[src/psa_pkg.sv]
package psa_pkg;

  localparam int unsigned DataW = 32;
  localparam int unsigned ReqW = 3;
  localparam int unsigned StatW = 2;
  localparam int unsigned DepthW = 7;
  localparam int unsigned StackDepthDef = 64;

  localparam logic [ReqW-1:0] REQ_PUSH = 3'd0;
  localparam logic [ReqW-1:0] REQ_ADD  = 3'd1;
  localparam logic [ReqW-1:0] REQ_SUB  = 3'd2;
  localparam logic [ReqW-1:0] REQ_MUL  = 3'd3;
  localparam logic [ReqW-1:0] REQ_DIV  = 3'd4;
  localparam logic [ReqW-1:0] REQ_NEG  = 3'd5;
  localparam logic [ReqW-1:0] REQ_READ = 3'd6;

  localparam logic [StatW-1:0] ST_OK      = 2'd0;
  localparam logic [StatW-1:0] ST_UNDER   = 2'd1;
  localparam logic [StatW-1:0] ST_FULL    = 2'd2;
  localparam logic [StatW-1:0] ST_DIVZERO = 2'd3;

  typedef enum logic [1:0] {
    CELL_HOLD,
    CELL_TAKE_PREV,
    CELL_TAKE_NEXT
  } cell_op_e;

  typedef struct packed {
    cell_op_e top_op;
    cell_op_e rest_op;
  } chain_ctrl_t;

  typedef struct packed {
    logic [ReqW-1:0]         req_type;
    logic signed [DataW-1:0] push_value;
  } req_t;

  typedef struct packed {
    logic signed [DataW-1:0] top_value;
    logic                    top_valid;
    logic [StatW-1:0]        status;
    logic [DepthW-1:0]       depth;
  } res_t;

endpackage

[src/psa_div.sv]
module psa_div (
  input  logic                         clk_i,
  input  logic                         rst_ni,
  input  logic                         start_i,
  input  logic [psa_pkg::DataW-1:0]    dividend_i,
  input  logic [psa_pkg::DataW-1:0]    divisor_i,
  output logic                         done_o,
  output logic [psa_pkg::DataW-1:0]    quotient_o
);

  localparam int unsigned W = psa_pkg::DataW;
  localparam int unsigned CntW = $clog2(W);
  localparam logic [CntW-1:0] LastStep = CntW'(W - 1);

  logic            run_q, done_q, neg_q;
  logic [CntW-1:0] cnt_q;
  logic [W-1:0]    rem_q, quo_q, den_q;
  logic [W:0]      rem_sh, diff;

  assign rem_sh = {rem_q, quo_q[W-1]};
  assign diff   = rem_sh - {1'b0, den_q};

  always_ff @(posedge clk_i or negedge rst_ni) begin
    if (!rst_ni) begin
      run_q  <= 1'b0;
      done_q <= 1'b0;
      cnt_q  <= '0;
    end else begin
      done_q <= 1'b0;
      if (start_i) begin
        run_q <= 1'b1;
        cnt_q <= '0;
      end else if (run_q) begin
        cnt_q <= cnt_q + 1'b1;
        if (cnt_q == LastStep) begin
          run_q  <= 1'b0;
          done_q <= 1'b1;
        end
      end
    end
  end

  always_ff @(posedge clk_i) begin
    if (start_i) begin
      rem_q <= '0;
      quo_q <= dividend_i[W-1] ? (~dividend_i + 1'b1) : dividend_i;
      den_q <= divisor_i[W-1] ? (~divisor_i + 1'b1) : divisor_i;
      neg_q <= dividend_i[W-1] ^ divisor_i[W-1];
    end else if (run_q) begin
      if (!diff[W]) begin
        rem_q <= diff[W-1:0];
        quo_q <= {quo_q[W-2:0], 1'b1};
      end else begin
        rem_q <= rem_sh[W-1:0];
        quo_q <= {quo_q[W-2:0], 1'b0};
      end
    end
  end

  assign done_o     = done_q;
  assign quotient_o = neg_q ? (~quo_q + 1'b1) : quo_q;

endmodule

[config.mk]
export PLATFORM = sky130hd
export DESIGN_NAME = psa_div
export DESIGN_NICKNAME = d
export VERILOG_FILES = /design/src/psa_pkg.sv /design/src/psa_div.sv
export SDC_FILE = /design/constraint.sdc
export NUM_CORES = 1
export LEC_CHECK = 0
export CORE_MARGIN = 2
export CORE_UTILIZATION = 35
export CTS_BUF_LIST = sky130_fd_sc_hd__clkbuf_16
export DETAILED_ROUTE_END_ITERATION = 10
export DONT_BUFFER_PORTS = 1
export SYNTH_ARGS = -nofsm -noshare
export SYNTH_HDL_FRONTEND = slang
export SYNTH_SLANG_ARGS = --single-unit
[constraint.sdc]
create_clock -name clk_i -period 3.61 [get_ports clk_i]
set_input_delay 1.083 -clock clk_i [delete_from_list [all_inputs] [get_ports clk_i]]
set_output_delay 1.083 -clock clk_i [all_outputs]
set_load 0.05 [all_outputs]
== Word-level counts from Yosys, hierarchy flattened ==
Index checks and enable logic that the tools add are counted.

* Logic and storage cells: 34
* Register bits: 104
* Input port bits: 67
* Output and inout port bits: 33

* Equal/unequal tests: 1
* Reductions and logical operators: 1
* Muxes and demuxes: 15
* Add/sub/neg operators: 5
* Bitwise operators: 4

{| class="wikitable"
|+ Operator list
! cell !! number
|-
| 32-bit two-way mux || 5
|-
| 32-bit by 1-bit adder with 32-bit output (second input constant) || 3
|-
| 32-bit inverter || 3
|-
| 33-bit by 32-bit subtractor with 33-bit output || 1
|-
| 31-bit two-way mux || 1
|-
| 5-bit two-way mux || 2
|-
| 1-bit two-way mux || 7
|-
| 5-bit by 1-bit adder with 5-bit output (second input constant) || 1
|-
| 5-bit == test (second input constant) || 1
|-
| 2-bit nonzero test || 1
|-
| 1-bit XOR || 1
|}

== Logic depth before layout (Yosys ltp) ==
Gate-level depths: netlist of run 1.

* Depth in word-level cells: 4
* Gate-level depth with buffers: 14
* Gate-level depth less buffers: 12

== Worst setup path before layout of run 1 ==
Ideal clock, no wire load.

* Path kind: flip-flop to output port
* Start: reg quo_q[4]
* End: out quotient_o[29] (netlist name)
* Data required time: 2.527 ns
* Stages on the path, launching flop included: 9
* Data arrival time: 3.157 ns
* Path slack: -0.630 ns
* Buffers on the path: 0
* Cell sequence: edfxtp_1 or3_1 nor3_2 nand3_1 or3_1 or3b_1 or4_1 o41ai_1 xnor2_1

* Word-level cells in the longest chain between the ends: 3

{| class="wikitable"
|+ Ends and longest elaborated chain
! element !! RTL line !! text
|-
| start, declared || psa_div.sv:17 || <nowiki>logic [W-1:0] rem_q, quo_q, den_q;</nowiki>
|-
| start signal, assigned || psa_div.sv:46 || <nowiki>quo_q <= dividend_i[W-1] ? (~dividend_i + 1'b1) : dividend_i;</nowiki>
|-
| start signal, assigned || psa_div.sv:52 || <nowiki>quo_q <= {quo_q[W-2:0], 1'b1};</nowiki>
|-
| start signal, assigned || psa_div.sv:55 || <nowiki>quo_q <= {quo_q[W-2:0], 1'b0};</nowiki>
|-
| 32-bit inverter || psa_div.sv:61 || <nowiki>assign quotient_o = neg_q ? (~quo_q + 1'b1) : quo_q;</nowiki>
|-
| 32-bit by 1-bit adder with 32-bit output || psa_div.sv:61 ||
|-
| 32-bit two-way mux || psa_div.sv:61 ||
|-
| end, declared || psa_div.sv:8 || <nowiki>output logic [psa_pkg::DataW-1:0] quotient_o</nowiki>
|}

Every way passes these cells.

== Final worst setup path of run 1 ==
Ends and elaborated chain as after synthesis.

==> results.json, run 1 <==
{
  "area_growth_syn_to_layout_pct": 22.40,
  "layout.nets": 1074,
  "numClockSinks": 104,
  "syn_inst": 900,
  "ys_seq_elements": 104,
  "setup_ws_ns": -0.7467,
  "r2r-start": "den_q[1]$_DFFE_PP_",
  "yosys.area.top_type": "edfxtp_1",
  "num_vias": 6766,
  "ant_nets": 0,
  "first_pass_iters": 7,
  "worstMarginPinSlew_ns": 0.6914,
  "cts_root_buffer": "clkbuf_16",
  "track_usage_pct": 16.57,
  "drt_wl_total_um": 19530,
  "maxSlewViolCount": 0,
  "p_total_mw": 3.468,
  "synthArstFlopShare_pct": 6.731,
  "fill_cells": 2127,
  "final_cell_area_um2": 9462,
  "core_um2": 21760,
  "crit_path_start_kind": "register",
  "initial_core_util_pct": 35.53,
  "status": "finished, violations left",
  "min_period_over_period_pct": 120.7,
  "hold_class": "input port to async pin",
  "worstSetupStartpoint": "quo_q[4]$_DFFE_PP_",
  "ios": 100,
  "crit_buf_inv": 0,
  "cp_max_fo": 3,
  "netlist_area_um2": 7730,
  "syn-num-nets": 1005,
  "cts_tree": "done",
  "slowest_delay_ns": 0.48,
  "violations": "negative setup slack",
  "synth_edf_count": 65,
  "crit_required_ns": 2.53,
  "syn_avg_cell_area_um2": 8.589,
  "synth_top_area_share_pct": 25.25,
  "dieArea_um2": 23290,
  "dp.final_hpwl_um": 14200,
  "die_w_um": 152.6,
  "drv_cap": 0,
  "io_buffers": 0,
  "n_antenna_cell": 0,
  "fin_crit_ns": 4.357,
  "maxSlewHeadroom_pct": 53.55,
  "p_per_area_nw_per_um2": 366.6,
  "first_global_vias": 6513,
  "synth.distinct_cells": 68,
  "rows": 54,
  "ys.flop_type": "edfxtp_1",
  "routedWlPerCell_um": 15.58,
  "arrival_ns": 3.27,
  "clk_pin_slew_ns": 0.08,
  "p_leak_nw": 3.713,
  "ys_warn_count": 0,
  "synth_area_leaders": "edfxtp_1 (25%), xnor2_1 (8.4%), dfxtp_1 (8.3%), ha_1 (6.0%), nand2_1 (5.1%)",
  "cts_hold_buf": 0,
  "drc": 0,
  "grt_overflow_total": 0,
  "grt_max_degree": 134,
  "fmax_mhz": 229.5,
  "crit_chain": "or3_4 > nor3_4 > nand3_2 > or3_4 > or3b_4 > or4_4 > o41ai_4 > xnor2_2",
  "drtIter0Drc": 461,
  "grt_pass1_wl_um": 32260,
  "vias_per_cell": 5.396,
  "clk_latency_ns": 0.35,
  "clock_path_buffers": 2,
  "cp-end-kind": "output port",
  "drive_gt1_share_pct": 17.56,
  "crit_type": "register to output port",
  "antenna_found_initial": 0,
  "grt_setup_unrepaired": "yes",
  "ys_seq_area_share_pct": 35.80,
  "fin_skew_ns": 0.009514,
  "max-vdd-ir-drop_v": 0.0002199,
  "cts-buffers-inserted": 9,
  "final_hold_viol_count": 0,
  "finalSetupViolCount": 17,
  "cpMaxStageDelayCell": "or4_4",
  "place.gp.congestion": 0.9058,
  "placed_cell_area_um2": 8817,
  "crit_family": "simple AND/OR/NAND/NOR gates",
  "die_y_um": 152.6,
  "htreeDepth": 3,
  "crit_top_cell": "or3_4",
  "regToRegSetupSlack_ns": 0.21
}
## cells in the mapped netlist, types with 29 or more instances
master    count
a21oi_1      64
clkbuf_1     32
nor2_1       88
xor2_1       39
ha_1         37
inv_1        49
xnor2_1      74
o21ai_0      59
nand2_1     106
dfxtp_1      32
edfxtp_1     65
o31ai_1      29
## through the flow
stage / utilization, % / worst slack [ns] / hold WS, ns / setup TNS [ns] / cells
global route: 43.49 / -0.8398 / 0.4063 / -8.239 / 1254
floorplan: - / -0.3720 / 0.4531 / -2.088 / 900
detailed placement: 40.53 / -0.5012 / 0.4814 / -4.536 / 1227
global placement: 40.53 / -0.4252 / 0.4807 / -4.025 / 1227
CTS: 42.55 / -0.7522 / 0.4136 / -6.258 / 1249
finish: 43.49 / -0.7467 / 0.4287 / -6.415 / 1254
## power by group
part | internal (mW) | leakage, nW | switching (mW) | total [mW]
Clock | 0.534 | 0.150 | 0.436 | 0.970
Combinational | 0.427 | 2.56 | 0.629 | 1.06
Sequential | 1.37 | 0.999 | 0.0720 | 1.44
## cells in the final DEF (no fill, tap or decap), types with 8 or more instances in the layout
master	count
xnor2_1	66
nand3_1	11
nor3_1	12
ha_1	36
o31ai_1	25
dfxtp_1	32
clkbuf_16	9
a311oi_1	22
or3_4	8
o21ai_0	51
inv_1	49
or3_1	14
buf_4	85
a21o_1	11
xor2_1	39
edfxtp_1	65
a21oi_1	64
nor2_1	87
nand2_1	100
buf_6	9
nand2b_1	10
## metal layers
metal  part of all wire (%)  vias to the layer above  global-route usage [%]
li1                       -                     3411                       -
met1                     48                     3142                   23.22
met2                     45                      188                   26.39
met3                    5.1                       25                   2.588
met4                    1.8                        0                   5.026
met5                      0                        -                       0
## timing repair
item | in CTS | in global routing
gates cloned | 0 | 0
pin swaps | 8 | 12
gates resized for setup | 16 | 33
buffers inserted | 6 | 6
setup endpoints to repair | 16 | 25
## final cells by class
cell class | count | area (um2) | share of cell area [%]
clock buffers | 9 | 225.2 | 2.380
clock inverters | 7 | 63.81 | 0.6744
multi-input cells | 707 | 5017 | 53.03
inverters | 49 | 203.9 | 2.156
well taps | 280 | 350.3 | 3.703
repair buffers | 98 | 832.0 | 8.794
flip-flops and latches | 104 | 2769 | 29.26
## sequential cells by signal (all words and copies together), names as in the netlist
name / count
done_o: 1
den_q: 32
quo_q: 32
neg_q: 1
run_q: 1
cnt_q: 5
rem_q: 32
## worst paths after layout
check,end,cells after the start
min reg2reg,rem_q[23]$_SDFFE_PP0P_,2
max,quotient_o[29],8
min in group clk_i,rem_q[23]$_SDFFE_PP0P_,2
max reg2reg,rem_q[29]$_SDFFE_PP0P_,11
min,cnt_q[1]$_DFFE_PN0P_,0
max in group asynchronous,run_q$_DFF_PN0_,0
## logic make-up after synthesis
family	after synthesis	share of synthesized area, %
compound gates	242	20.57
flops	104	35.80
simple gates	307	19.23
xor+xnor	113	12.80
buf+inv	89	4.435
fa+ha+maj	38	6.248
mux	7	0.9065
Power figures use the tool's default switching activity.
==> inputs of run 2 (changes only) <==
--- a/config.mk
+++ b/config.mk
@@ -5,8 +5,9 @@
 export SDC_FILE = /design/constraint.sdc
 export NUM_CORES = 1
 export LEC_CHECK = 0
+export ABC_AREA = 1
 export CORE_MARGIN = 2
-export CORE_UTILIZATION = 35
+export CORE_UTILIZATION = 31
 export CTS_BUF_LIST = sky130_fd_sc_hd__clkbuf_16
 export DETAILED_ROUTE_END_ITERATION = 10
 export DONT_BUFFER_PORTS = 1
==> results.json, run 2 <==
{
  "status": "finished clean",
  "yosys.area.top_type": "edfxtp_1",
  "rows": 63,
  "pwr-share-comb_pct": 31.1,
  "drive_gt1_share_pct": 6.412,
  "reg2reg_depth": 15,
  "max-vdd-ir-drop_v": 0.0002417,
  "drt_wl_total_um": 24970,
  "power.net_switching_mw": 1.286,
  "ant_nets": 0,
  "dp.final_hpwl_um": 19850,
  "ys.flop_type": "edfxtp_1",
  "p_sw_share_pct": 37.16,
  "grt_overflow_total": 0,
  "yosysMostFrequentCell": "nand2_1",
  "clk_pin_slew_ns": 0.07,
  "synth_edf_count": 65,
  "intPower_mw": 2.174,
  "regToRegSetupSlack_ns": 0.69,
  "netlist_area_um2": 9233,
  "antenna_found_initial": 0,
  "final_cell_area_um2": 10170,
  "track_usage_pct": 16.55,
  "die_w_um": 176.6,
  "mostFrequentLayoutCells": "nand2_1 (478), inv_1 (282), nor2_1 (115)",
  "ys_top_cells_by_count": "nand2_1 (480), inv_1 (281), nor2_1 (120), nand3_1 (96), edfxtp_1 (65)",
  "cp-end-kind": "output port",
  "grt_max_degree": 65,
  "worstMarginPinSlew_ns": 0.6651,
  "drtIter0Drc": 530,
  "clk_latency_ns": 0.37,
  "first_pass_iters": 5,
  "layout.nets": 1566,
  "ys_warn_count": 0,
  "grt_pass1_wl_um": 41060,
  "fmax_mhz": 286.4,
  "drv_cap": 0,
  "pwr-share-clk_pct": 27.3,
  "fin_skew_ns": 0.009565,
  "min_period_over_period_pct": 96.74,
  "p_per_area_nw_per_um2": 340.1,
  "maxSlewHeadroom_pct": 55.61,
  "syn_inst": 1441,
  "r2r-start": "quo_q[31]$_DFFE_PP_",
  "cts_root_buffer": "clkbuf_16",
  "final_common_cell": "nand2_1",
  "place.gp.congestion": 0.8857,
  "reg_top3": "den_q (32), quo_q (32), rem_q (32)",
  "synth_area_leaders": "edfxtp_1 (21%), nand2_1 (20%), inv_1 (11%), dfxtp_1 (6.9%), xor2_1 (5.8%)",
  "final_hold_viol_count": 0,
  "synthArstFlopShare_pct": 6.731,
  "syn_avg_cell_area_um2": 6.407,
  "die_y_um": 176.6,
  "clock_path_buffers": 2,
  "drc": 0,
  "hold_class": "input port to async pin",
  "reg2reg_to": "quo_q[0]$_DFFE_PP_",
  "cts_tree": "done",
  "arrival_ns": 2.41,
  "dieArea_um2": 31180,
  "htreeDepth": 3,
  "num_vias": 8533,
  "p_leak_nw": 5.193,
  "crit_type": "register to output port",
  "ys_seq_elements": 104,
  "routedWlPerCell_um": 13.45,
  "core_um2": 29480,
  "n_antenna_cell": 0,
  "crit_required_ns": 2.53,
  "cp_max_fo": 3,
  "syn-num-nets": 1546,
  "fin_crit_ns": 3.492,
  "numClockSinks": 104,
  "crit_path_start_kind": "register",
  "ys_seq_area_share_pct": 29.98,
  "synth.distinct_cells": 47,
  "finalSetupViolCount": 0,
  "ios": 100,
  "initial_core_util_pct": 31.32,
  "vias_per_cell": 4.598,
  "cts-buffers-inserted": 9,
  "seqPwrFrac_pct": 41.6,
  "final_core_util_pct": 34.51,
  "final.setup.tns_ns": 0,
  "maxSlewViolCount": 0,
  "cts_hold_buf": 0,
  "worst_hold_slack_ns": 0.4014,
  "synth_top_area_share_pct": 21.14,
  "first_global_vias": 8278,
  "area_growth_syn_to_layout_pct": 10.19,
  "io_buffers": 0,
  "placed_cell_area_um2": 9851
}
==> run 2: cell types whose count changed in the layout (fill, tap and decap cells not counted), sizes merged, moves of 42 or more <==
cell / previous run / this run
nand2: 106 / 497
inv: 52 / 285
buf: 97 / 37
xnor2: 74 / 32
nand3: 13 / 97
==> run 2: kinds of logic (layout without fill, tap and decap cells) <==
kind of cell,Yosys count,in the layout,synth area share (%)
and+or+nand+nor,774,774,35.45
DFF,104,104,29.98
buffers and inverters,313,338,13.43
xor gates and xnor gates,93,93,8.822
adders and majority gates,38,38,5.231
AOI/OAI and AO/OA,119,119,7.088
==> run 2: worst max-delay path by stage <==
| stage | end | slack (ns) | cells after the start | start |
|---|---|---|---|---|
| 2_1_floorplan | quotient_o[25] | 0.29 | 9 | quo_q[2]$_DFFE_PP_ |
| 3_3_place_gp | quotient_o[28] | 0.35 | 11 | quo_q[1]$_DFFE_PP_ |
| 3_5_place_dp | quotient_o[26] | 0.29 | 11 | quo_q[0]$_DFFE_PP_ |
| 4_1_cts | quotient_o[25] | 0.03 | 10 | quo_q[2]$_DFFE_PP_ |
| 5_1_grt | quotient_o[28] | -0.002 | 11 | quo_q[0]$_DFFE_PP_ |
| 6_report | quotient_o[26] | 0.12 | 11 | quo_q[0]$_DFFE_PP_ |
==> run 2: critical path, stage by stage (launching register included) <==
cell and delay [ns]:
edfxtp_1 0.42, inv_1 0.11, ha_1 0.17, nand2_1 0.11, nor2_2 0.17, nand2_2 0.10
nor2_4 0.14, a21oi_1 0.13, a21oi_2 0.22, nand2_1 0.10, xor2_1 0.15, buf_4 0.22
==> run 2: what timing repair did <==
action,4_1_cts,5_1_grt
endpoints found under the hold margin,0,0
endpoints found under the setup margin,8,9
setup buffers,0,1
resized for setup,5,7
pin swaps,0,0
==> run 2: power by group through the flow <==
| stage | Clock (mW) | Sequential, mW | Combinational [mW] |
|---|---|---|---|
| 6_report | 0.945 | 1.44 | 1.08 |
| 2_1_floorplan | 0 | 1.44 | 0.806 |
| 3_3_place_gp | 0 | 1.46 | 1.06 |
| 5_1_grt | 1.03 | 1.45 | 1.18 |
| 4_1_cts | 0.976 | 1.44 | 1.07 |
| 3_5_place_dp | 0 | 1.46 | 1.06 |
==> run 2: cell type report <==
type / count / area (um2)
clock inverter: 7 / 48.80
fill: 3255 / 19310
multi-input combinational: 1024 / 5271
timing repair buffer: 37 / 302.8
clock buffer: 9 / 225.2
tap: 390 / 488.0
inverter: 285 / 1070
sequential: 104 / 2768
==> run 2: per-layer routing <==
| layer | up-vias | part of all wire [%] | GRT usage [%] |
|---|---|---|---|
| met3 | 37 | 4.9 | 3.187 |
| met5 | - | 0 | 0 |
| met2 | 161 | 47 | 28.14 |
| met1 | 3855 | 46 | 20.89 |
| met4 | 0 | 2.1 | 5.751 |
| li1 | 4480 | - | - |
==> run 2: stage by stage <==
step                power [mW]  std cells  setup WS [ns]
floorplan                2.248       1441         0.2874
CTS                      3.488       1855        0.03278
detailed placement       2.529       1839         0.2904
global placement         2.524       1839         0.3501
finish                   3.460       1856         0.1178
global route             3.654       1856      -0.001533
