**config.mk**
```make
export PLATFORM = sky130hd
export DESIGN_NAME = psa_cell
export DESIGN_NICKNAME = d
export VERILOG_FILES = /design/src/psa_pkg.sv /design/src/psa_cell.sv
export SDC_FILE = /design/constraint.sdc
export NUM_CORES = 1
export LEC_CHECK = 0
export ABC_CLOCK_PERIOD_IN_PS = 2800
export BUFFER_PORTS_ARGS = -buffer_cell sky130_fd_sc_hd__buf_2
export CAP_MARGIN = 20
export CELL_PAD_IN_SITES_DETAIL_PLACEMENT = 0
export CELL_PAD_IN_SITES_GLOBAL_PLACEMENT = 2
export CORE_MARGIN = 3
export CORE_UTILIZATION = 29
export DETAILED_ROUTE_END_ITERATION = 7
export PLACE_DENSITY_LB_ADDON = 0.1
export SETUP_SLACK_MARGIN = 0.2
export SYNTH_ARGS = -nofsm -noshare
export SYNTH_HDL_FRONTEND = slang
export SYNTH_SLANG_ARGS = --single-unit
```
**constraint.sdc**
```tcl
create_clock -name clk_i -period 2.8 [get_ports clk_i]
set_clock_uncertainty 0.15 [all_clocks]
set_input_delay 0.28 -clock clk_i [delete_from_list [all_inputs] [get_ports clk_i]]
set_output_delay 0.28 -clock clk_i [all_outputs]
set_load 0.005 [all_outputs]
```
**src/psa_pkg.sv**
```systemverilog
package psa_pkg;

  localparam int unsigned DataW = 32;
  localparam int unsigned ReqW = 3;
  localparam int unsigned StatW = 2;
  localparam int unsigned DepthW = 7;
  localparam int unsigned StackDepthDef = 64;

  localparam logic [ReqW-1:0] REQ_PUSH = 3'd0;
  localparam logic [ReqW-1:0] REQ_ADD  = 3'd1;
  localparam logic [ReqW-1:0] REQ_SUB  = 3'd2;
  localparam logic [ReqW-1:0] REQ_MUL  = 3'd3;
  localparam logic [ReqW-1:0] REQ_DIV  = 3'd4;
  localparam logic [ReqW-1:0] REQ_NEG  = 3'd5;
  localparam logic [ReqW-1:0] REQ_READ = 3'd6;

  localparam logic [StatW-1:0] ST_OK      = 2'd0;
  localparam logic [StatW-1:0] ST_UNDER   = 2'd1;
  localparam logic [StatW-1:0] ST_FULL    = 2'd2;
  localparam logic [StatW-1:0] ST_DIVZERO = 2'd3;

  typedef enum logic [1:0] {
    CELL_HOLD,
    CELL_TAKE_PREV,
    CELL_TAKE_NEXT
  } cell_op_e;

  typedef struct packed {
    cell_op_e top_op;
    cell_op_e rest_op;
  } chain_ctrl_t;

  typedef struct packed {
    logic [ReqW-1:0]         req_type;
    logic signed [DataW-1:0] push_value;
  } req_t;

  typedef struct packed {
    logic signed [DataW-1:0] top_value;
    logic                    top_valid;
    logic [StatW-1:0]        status;
    logic [DepthW-1:0]       depth;
  } res_t;

endpackage

```
**src/psa_cell.sv**
```systemverilog
module psa_cell (
  input  logic                         clk_i,
  input  psa_pkg::cell_op_e            op_i,
  input  logic [psa_pkg::DataW-1:0]    prev_i,
  input  logic [psa_pkg::DataW-1:0]    next_i,
  output logic [psa_pkg::DataW-1:0]    data_o
);

  logic [psa_pkg::DataW-1:0] data_q;

  always_ff @(posedge clk_i) begin
    case (op_i)
      psa_pkg::CELL_TAKE_PREV: data_q <= prev_i;
      psa_pkg::CELL_TAKE_NEXT: data_q <= next_i;
      default:                 data_q <= data_q;
    endcase
  end

  assign data_o = data_q;

endmodule

```
After elaboration in Yosys (flattened, before gate mapping)
Cells that the tools add are included.
- bits in registers: 32
- memories: 0
- latch bits: 0
- word-level logic and storage cells: 5
- input port bits: 67
- ROM bits: 0
- bits in writable memories: 0
- output and inout bits: 32
- reduce and logical (&&, ||, !) cells: 1
- div/mod/pow operators: 0
- add/subtract/negate cells: 0
- $mul: 0
- bitwise operators: 0
- mux-type cells: 1
- shift operators: 0
- order comparisons: 0
- equality and inequality tests: 2
- operators with widths (operator ; number):
    $pmux W32 S2 ; 1
    $eq A2 B1 Y1 const B ; 1
    $eq A2 B2 Y1 const B ; 1
    $reduce_bool A2 Y1 ; 1

Longest topological paths before layout
Gate-level depths: netlist (run 1).
- depth in word-level cells: 2
- gate-level depth with buffers: 5
- mapped depth without buffers: 3

Least setup slack after synthesis (run 1)
No wires, ideal clock.
- kind: input to register
- start: input port op_i[0]
- end: register data_q (netlist bit data_o[0]) (enable)
- setup time: 387 ps
- cell stages on the path: 3
- buffers on the path: 0
- required time: 2263 ps
- slack: 1045 ps
- arrival: 1218 ps
- path through: inv_1 ha_1 inv_1
- word-level cells in the longest chain between the ends: 2
- elaborated cells on any way between the ends: 3
- those cells by class: eq/ne (2); reduce/logical (1)
- RTL lines (what ; RTL line ; RTL):
    start: declaration ; psa_cell.sv:3 ; input psa_pkg::cell_op_e op_i,
    $eq A2 B2 Y1 or $eq A2 B1 Y1 (tied branches) ; psa_cell.sv:12 ; case (op_i)
    $reduce_bool A2 Y1 (no source line) * ; n/a ;
    end signal: assignment ; psa_cell.sv:13 ; psa_pkg::CELL_TAKE_PREV: data_q <= prev_i;
    end signal: assignment ; psa_cell.sv:14 ; psa_pkg::CELL_TAKE_NEXT: data_q <= next_i;
    end signal: assignment ; psa_cell.sv:15 ; default: data_q <= data_q;
    end: declaration ; psa_cell.sv:9 ; logic [psa_pkg::DataW-1:0] data_q;
Every way passes the cells marked *; elsewhere a longest branch is shown, timed or not.
A chain may end at the register's enable or synchronous reset.

Worst setup path after layout (run 1)
- start: input port op_i[0]
- end: register data_q (netlist bit data_o[30]), data pin
- word-level cells in the longest chain between the ends: 2
- elaborated cells on any way between the ends: 3
- those cells by class: eq/ne (2); mux (1)
- RTL lines (what ; RTL line):
    $eq A2 B2 Y1 or $eq A2 B1 Y1 (tied branches) ; psa_cell.sv:12
    $pmux W32 S2 * ; psa_cell.sv:12
Marked as above.

==> results of run 1 <==
==> worst paths after layout <==
check                      from         end  slack [ns]  depth (start not counted)
worst max-delay path    op_i[0]  data_o[30]        1.11                          5
worst min-delay path  prev_i[6]   data_o[6]        0.15                          2
==> cell usage in the layout (no fill, tap or decap) <==
cell type / synthesis / layout
buf_12: 3 / 1
buf_2: 0 / 98
buf_4: 0 / 1
clkbuf_1: 0 / 1
clkbuf_8: 0 / 5
clkinv_2: 0 / 1
edfxtp_1: 32 / 32
ha_2: 0 / 1
inv_1: 2 / 2
mux2_2: 2 / 2
mux2_4: 30 / 30
==> cell families (layout without fill, tap and decap cells) <==
group / count (synthesis) / after routing / share of synthesized area, %
mux: 32 / 32 / 31.0
flops: 32 / 32 / 63.0
buf+inv: 6 / 109 / 5.17
fa+ha+maj: 1 / 1 / 0.820
==> report_power, final <==
part	leakage (nW)	switching (mW)	internal (mW)	total [mW]
registers	0.313	0.0142	0.610	0.624
logic	0.648	0.0866	0.132	0.219
clock network	0.0410	0.150	0.168	0.319
total	1.00	0.251	0.911	1.16
==> metal layers <==
layer / vias to the layer above / GRT usage [%] / wire length, microns
met2: 56 / 19.1 / 1670
li1: 476 / - / -
met3: 11 / 5.28 / 349
met1: 437 / 9.12 / 1060
met5: - / 0 / 0
met4: 0 / 4.90 / 77
==> final cells by class <==
class | instances | area, sq um
Fill cell | 466 | 2780
Multi-Input combinational cell | 33 | 488
Sequential cell | 32 | 961
Clock buffer | 6 | 72.6
Tap cell | 67 | 83.8
Timing Repair Buffer | 100 | 518
Clock inverter | 1 | 5.00
Inverter | 2 | 7.51
==> worst max-delay path, stage by stage <==
cell,delay (ns)
buf_2,0.09
inv_1,0.05
ha_2,0.53
buf_12,0.25
mux2_2,0.34
==> metrics by stage <==
step,instance area [sq um],util [%]
2_1_floorplan,1530,-
3_3_place_gp,2060,41.9
3_5_place_dp,2060,41.9
4_1_cts,2140,43.5
5_1_grt,2140,43.5
6_report,2140,43.5
==> impl_results.md, run 1 <==
* Status: completed
* IO buf count at 98
* Yosys cell types at 7
* Cell accounting for the most synthesized area: edfxtp_1
* Synth cell count leaders: 32 x edfxtp_1, 30 x mux2_4, 3 x buf_12
* Die Span X at 78.5 microns
* Top-count cell post-synth: edfxtp_1
* Initial antenna violation count at 0
* Clk buf depth at 2
* Routed via count at roughly 1000
* I/O pin count at 99
* Detail Route Antenna Nets at 0
* HP Class: in2reg
* Yosys warns at 0
* Crit. End Element: flip-flop
* Final nets at 242
* Leakage power at between 1 and 1.5 nW
* Post-CTS Resized at 0
* Vias in the first global route at approximately 1100
* Slew Viols, Final at 0
* Die area at 6170 sq um
* Global-route usage over all layers at 10.3%
* H-tree depth at 2
* Async set-or-reset flop fraction in the synthesized netlist at 0%
* Worst rel slew slack at 63.2%
* Final Wtd Congestion at 0.681
* Final hold viol count at 0
* Setup violations, final at 0
* Layout cells sized above 1 at 79.9%
* CTS root buffer: clkbuf_8
* Initial core utilization at 31.1%
* N_diodes at 0
* Largest net degree at the start of global routing at 33
* Area Overhead vs Synth at 40.0%
* Crit path time final at 1.69 ns
* Worst Path Max Fanout at 17
* Critical Path RT at 2.68 ns
* CTS buffer count at 5
* Critical path type: in2reg
* Clock transition at the registers of the reported paths at 0.06 ns
* Clock sinks at 32
* Main synth FF type: edfxtp_1
* Average cell area after synthesis at around 21 sq um
* DRC errors left at 0
* Via density at 4.07
* Final period util at 60.3%
* Cts-stage hold buffer count at 0
* Gate Count Post-Synth at between 70 and 80
* Setup bufs post-CTS at 0
* Worst EP arrival at 1.57 ns
* Pwr per Cell Area at 544 nW/um^2
* Grt total ovfl at 0
* Setup WS pre-CTS at 0.781 ns
* Post-synth top area share at about 63%
* Synth area leaders: edfxtp_1 63%, mux2_4 30%, buf_12 3.9%
* Register area share after synthesis at 63.0%
* Worst setup margin at around 1.1 ns
* Slew @ Worst Pin at around 0.55 ns
* DRT iter0 DRCs at 13
* Maxcap violations at 0
* Routed WL per cell at about 13 microns
* RSZ-0062 raised after global routing: no
* Syn_nets at 139
* Max reg flops at 32
* Mapped Area at 1530 sq um
* First-pass GRT wire length at about 4800 microns
* Fin cells at 241
* # rows at 25
* TritonCTS clock tree: yes
* Max Clock Freq at 0.593 GHz
* Total iterations of the first detailed-routing run at 4
* Pwr Total at approximately 1.2 mW
* Placeable Area at 4910 sq um
* FF+latch count, synth at 32
* Setup TNS at 0 ns
* Hold_ws at 0.153 ns
* Worst vdd ir at 0.000203 V
* Die height at 78.5 microns
* Post-synth EDFFs at 32
* CP Launch Type: input pin
* Final wirelength at 3150 microns
* Placed insts at 234
Power figures use the tool's default switching activity.
==> inputs of run 2 (changes only) <==
--- a/config.mk
+++ b/config.mk
@@ -5,13 +5,14 @@
 export SDC_FILE = /design/constraint.sdc
 export NUM_CORES = 1
 export LEC_CHECK = 0
-export ABC_CLOCK_PERIOD_IN_PS = 2800
+export ABC_AREA = 1
+export ABC_CLOCK_PERIOD_IN_PS = 1700
 export BUFFER_PORTS_ARGS = -buffer_cell sky130_fd_sc_hd__buf_2
 export CAP_MARGIN = 20
 export CELL_PAD_IN_SITES_DETAIL_PLACEMENT = 0
 export CELL_PAD_IN_SITES_GLOBAL_PLACEMENT = 2
 export CORE_MARGIN = 3
-export CORE_UTILIZATION = 29
+export CORE_UTILIZATION = 22
 export DETAILED_ROUTE_END_ITERATION = 7
 export PLACE_DENSITY_LB_ADDON = 0.1
 export SETUP_SLACK_MARGIN = 0.2
==> constraint.sdc (replaced) <==
create_clock -name clk_i -period 1.7 [get_ports clk_i]
set_clock_uncertainty 0.15 [all_clocks]
set_input_delay 0.17 -clock clk_i [delete_from_list [all_inputs] [get_ports clk_i]]
set_output_delay 0.17 -clock clk_i [all_outputs]
set_load 0.005 [all_outputs]
==> run 2 against run 1 <==
  * Core utilization is 9.3 points lower
  * Die area up 25%
  * Worst setup slack lost 0.52 ns
  * Sequential share of layout area shrank 1.2 points
  * Total power up 67%
  * Sequential power up 65%
  * Critical path type is now reg2out
  * Sequential cell count unchanged
  * Hold slack got worse by 0.15 ns
  * Combinational power grew 64%
  * Largest power group unchanged
==> impl_results.md, run 2 <==
* Stages on the worst setup path at 1
* Initial antenna violation count at 0
* Post-synth top area share at 65.3%
* Area Overhead vs Synth at 48.9%
* Post-synth EDFFs at 32
* Pwr per Cell Area at about 880 nW/um^2
* Setup bufs post-CTS at 0
* Layout cells sized above 1 at 48.0%
* Initial core utilization at 22.9%
* Slew @ Worst Pin at 0.297 ns
* Async set-or-reset flop fraction in the synthesized netlist at 0%
* Largest net degree at the start of global routing at 33
* Total iterations of the first detailed-routing run at 4
* Grt total ovfl at 0
* Leakage power at 1.11 nW
* N_diodes at 0
* Syn_nets at 207
* CP Buf/Inv Count at 1
* Worst rel slew slack at between 80% and 90%
* Crit path time final at 1.11 ns
* CTS root buffer: clkbuf_8
* Post-DP HPWL at 2750 microns
* Mapped Area at 1470 sq um
* Max Clock Freq at 0.904 GHz
* Average cell area after synthesis at about 11 sq um
* H-tree depth at 2
* Main synth FF type: edfxtp_1
* Crit. End Element: output port
* Final Wtd Congestion at 0.698
* CP max stage delay at 0.37 ns
* Gate Count Post-Synth at 139
* FF+latch count, synth at 32
* Setup violations, final at 0
* Final hold viol count at 0
* CP Launch Type: flip-flop
* Placeable Area at 6420 sq um
* Worst EP arrival at 0.79 ns
* Synth cell count leaders: 86 x nand2_1, 32 x edfxtp_1, 10 x nand2_2
* Most frequent cells in the layout: 98 x buf_2, 86 x nand2_1, 32 x edfxtp_1
* Pwr Total at 1.94 mW
* Final nets at 319
* IO buf count at 98
* DRT iter0 DRCs at between 40 and 50
* Maxcap violations at 0
* CP delay by family, top: flip-flops
* Most common cell after layout, fill and taps aside: buf_2
* Final wirelength at 3780 microns
* Cell accounting for the most synthesized area: edfxtp_1
* Die area at 7710 sq um
* Hold Path Stages at 3
* TritonCTS clock tree: yes
* Yosys warns at 0
* Setup TNS at 0 ns
* Met2 usage at 15.8%
* Critical path type: reg2out
* Max reg flops at 32
* Global-route usage over all layers at between 9 and 10%
* Die height at between 80 and 90 microns
* CTS buffer count at 5
* Status: completed
* Worst path slowest cell: edfxtp_1
* Clock sinks at 32
* Vias in the first global route at 1247
* Routed via count at 1275
* Worst vdd ir at between 0.0002 and 0.0003 V
* DRC errors left at 0
* Critical Path RT at 1.38 ns
* CP cell instances: buf_2
* First-pass GRT wire length at 5600 microns
* Routed WL per cell at 11.5 microns
* Detail Route Antenna Nets at 0
* Via density at 3.88
* Slew Viols, Final at 0
* Worst Path Max Fanout at 1
* Clk buf depth at 2
* Top Usage Layer GRT: met2
* Clock transition at the registers of the reported paths at 0.06 ns
* Yosys cell types at 9
* Final period util at roughly 65%
* Synth area leaders: edfxtp_1 65%, nand2_1 22%, nand2_2 4.2%
* Register area share after synthesis at 65.3%
* HP Class: in2reg
* # rows at 29
* Top-count cell post-synth: nand2_1
* Die Span X at 87.8 microns
* M3 GR Usage at 4.80%
* I/O pin count at a little under 100
* Met1 Usage GRT at 10.9%
* RSZ-0062 raised after global routing: no
==> run 2: changes by cell type after synthesis <==
cell / previous run / this run
inv_8: 0 / 1
nand2_1: 0 / 86
clkbuf_8: 0 / 3
buf_12: 3 / 1
buf_6: 1 / 3
mux2_2: 2 / 0
nand2_2: 0 / 10
mux2_4: 30 / 0
==> run 2: worst paths after layout <==
path / start / slack (ns) / endpoint
max: data_o[28] / 0.59 / data_o[28]
min: prev_i[16] / 0.006 / data_o[16]
==> run 2: layer usage <==
layer,part of all wire (%),wire length [microns],vias up
met1,40,1500,540
met2,47,1780,63
met5,0,0,-
met3,12,453,6
met4,1.3,50,0
li1,-,-,666
==> run 2: kinds of logic (layout without fill, tap and decap cells) <==
kind of cell	count (synthesis)	after routing	synth area share, %
and+or+nand+nor	96	96	26.2
DFF	32	32	65.3
buffers and inverters	10	123	7.73
adders and majority gates	1	1	0.849
==> run 2: cell type report <==
type	instances	area, sq um
fill	686	4230
sequential	32	961
timing repair buffer	112	633
multi-input combinational	97	398
tap	77	96.3
clock buffer	5	68.8
inverter	3	22.5
clock inverter	3	13.8
==> run 2: stage by stage <==
step	worst slack, ns	cells	utilization [%]	area, sq um	hold WS [ns]
after global placement	0.336	311	31.3	2010	0.289
final	0.594	329	34.2	2190	0.00568
after CTS	0.571	329	34.2	2190	0.000899
after global routing	0.544	329	34.2	2190	0.00151
after detailed placement	0.321	311	31.3	2010	0.286
after floorplan	0.228	139	-	1480	0.193
==> run 2: repair_timing <==
item                       CTS  global route
resized for setup            0             0
setup endpoints to repair    0             0
hold endpoints to repair     9             0
hold buffers                10             0
==> run 2: power by group <==
group          internal [mW]  switching (mW)  total, mW  leakage (nW)
logic                  0.184           0.176      0.360         0.750
registers               1.01          0.0241       1.03         0.312
clock network          0.277           0.270      0.547        0.0453
==> inputs of run 3 (changes only) <==
--- a/config.mk
+++ b/config.mk
@@ -5,14 +5,14 @@
 export SDC_FILE = /design/constraint.sdc
 export NUM_CORES = 1
 export LEC_CHECK = 0
-export ABC_AREA = 1
-export ABC_CLOCK_PERIOD_IN_PS = 1700
+export ABC_AREA = 0
+export ABC_CLOCK_PERIOD_IN_PS = 1000
 export BUFFER_PORTS_ARGS = -buffer_cell sky130_fd_sc_hd__buf_2
 export CAP_MARGIN = 20
 export CELL_PAD_IN_SITES_DETAIL_PLACEMENT = 0
 export CELL_PAD_IN_SITES_GLOBAL_PLACEMENT = 2
 export CORE_MARGIN = 3
-export CORE_UTILIZATION = 22
+export CORE_UTILIZATION = 24
 export DETAILED_ROUTE_END_ITERATION = 7
 export PLACE_DENSITY_LB_ADDON = 0.1
 export SETUP_SLACK_MARGIN = 0.2
==> constraint.sdc (replaced) <==
create_clock -name clk_i -period 1 [get_ports clk_i]
set_clock_uncertainty 0.15 [all_clocks]
set_input_delay 0.1 -clock clk_i [delete_from_list [all_inputs] [get_ports clk_i]]
set_output_delay 0.1 -clock clk_i [all_outputs]
set_load 0.005 [all_outputs]
==> run 3 against run 2 <==
  * The run now ends with hold timing, setup timing left
  * Via count decreased by 19%
  * Total power increased by 79%
  * Global-route usage decreased by 0.068 points
  * Largest cell class unchanged
==> impl_results.md, run 3 (synthesis gave the netlist of run 1 again) <==
* Worst setup margin at -0.0610 ns
* Final nets at 252
* Worst vdd ir at 0.000557 V
* Final Wtd Congestion at 0.730
* Slew @ Worst Pin at 0.143 ns
* Via density at approximately 4.0
* Grt total ovfl at 0
* Initial antenna violation count at 0
* Most common cell after layout, fill and taps aside: buf_2
* Crit. End Element: flip-flop
* Reg area at just under 1000 sq um
* Clock transition at the registers of the reported paths at 0.07 ns
* Vias in the first global route at 1127
* Met3 WL at 356 microns
* Setup violations, final at 76
* Hold Path Stages at 2
* Routed via count at 1030
* Max reg flops at 32
* I/O pin count at around 100
* IO buf count at 98
* Largest net degree at the start of global routing at 17
* Placed inst area at between 2000 and 2500 sq um
* DRT iter0 DRCs at 13
* Hold_ws at -0.0262 ns
* Worst Path Max Fanout at 8
* Hold endpoint: data_o[27]
* DRC errors left at 0
* Fin cells at 260
* Clk buf depth at 2
* CTS root buffer: clkbuf_8
* HP Class: in2reg
* N_diodes at 0
* Total iterations of the first detailed-routing run at 3
* Critical Path RT at 0.87 ns
* Placeable Area at 6030 sq um
* Pwr per Cell Area at 1440 nW/um^2
* Fill cells at 612
* Most frequent cells in the layout: 96 x buf_2, 32 x mux2_4, 32 x edfxtp_1
* Leakage power at about 1.1 nW
* Max Clock Freq at 0.943 GHz
* TritonCTS clock tree: yes
* Setup WS pre-CTS at -0.345 ns
* # rows at 28
* First-pass GRT wire length at 5340 microns
* CTS buffer count at 5
* Uppermost layer routed: met4
* Maxcap violations at 0
* Worst rel slew slack at 90.5%
* Met2 WL at 1950 microns
* RSZ-0062 raised after global routing: yes
* Final period util at 106%
* Slew Viols, Final at 0
* Layout cells sized above 1 at 82.2%
* Die area at 7350 sq um
* Wire length on met1 at between 1000 and 1500 microns
* Critical path type: in2reg
* Detail Route Antenna Nets at 0
* Die height at 85.7 microns
* Crit path time final at 1.06 ns
* Clock sinks at 32
* Area Overhead vs Synth at 57.6%
* Multi-input gate area at roughly 510 sq um
* Final wirelength at 3750 microns
* Design area at 2400 sq um
* Final hold viol count at 32
* Initial core utilization at 25.3%
* H-tree depth at 2
* Final core utilization at 39.9%
* CP Launch Type: input pin
* Status: complete, but fails checks
* Global-route usage over all layers at 9.70%
* Placed insts at 244
* Violated checks: hold timing, setup timing
* Routed WL per cell at around 14 microns
* Worst hold start: prev_i[27]
* Die Span X at 85.7 microns
* Worst EP arrival at 0.93 ns
==> run 3: cell types whose count changed in the layout (fill, tap and decap cells not counted), moves of 5 or more <==
| cell | before | now |
|---|---|---|
| buf_6 | 0 | 5 |
| dlygate4sd3_1 | 10 | 0 |
| mux2_4 | 0 | 32 |
| nand2_1 | 86 | 0 |
| nand2_2 | 10 | 0 |
==> run 3: how the worst max path moves through the flow <==
stage / startpoint / endpoint / slack (ns) / cells past startpoint
finish: op_i[0] / data_o[18] / -0.06 / 5
global route: data_o[26] / data_o[26] / -0.08 / 1
CTS: data_o[15] / data_o[15] / -0.05 / 1
detailed placement: op_i[0] / data_o[15] / -0.34 / 5
global placement: op_i[0] / data_o[28] / -0.33 / 5
floorplan: op_i[0] / data_o[0] / -0.33 / 3
==> run 3: worst max-delay path, cell delays in order <==
cell	delay [ns]
buf_8	0.10
clkinv_8	0.03
ha_4	0.20
clkbuf_16	0.19
mux2_4	0.30
==> run 3: repair_timing <==
action / in CTS / in global routing
setup endpoints to repair: 96 / 96
endpoints found under the hold margin: 32 / 32
buffers inserted: 4 / 0
cloned: 2 / 2
pin swaps: 1 / 0
resized for setup: 10 / 1
==> run 3: layer usage <==
metal  global-route usage, %  vias up
li1                        -      500
met2                    17.4       52
met4                    4.32        0
met5                       0        -
met3                    3.65        5
met1                    9.96      473
==> run 3: final cells by class <==
type	count	area share, %
Sequential cell	32	40.0
Timing Repair Buffer	110	30.7
Multi-Input combinational cell	33	21.0
Tap cell	75	3.90
Clock buffer	5	2.86
Inverter	2	0.989
Clock inverter	3	0.573
==> run 3: through the flow <==
step | power, mW | hold WS (ns) | TNS [ns]
6_report | 3.47 | -0.0262 | -2.41
5_1_grt | 3.67 | -0.0363 | -4.16
4_1_cts | 3.52 | -0.0372 | -1.37
3_5_place_dp | 2.48 | 0.254 | -17.75
3_3_place_gp | 2.46 | 0.251 | -17.56
2_1_floorplan | 2.09 | 0.167 | -17.00
==> run 3: power breakdown <==
group / switching [mW] / internal (mW)
Clock: 0.445 / 0.471
Sequential: 0.0416 / 1.71
Combinational: 0.295 / 0.515
Total: 0.781 / 2.69
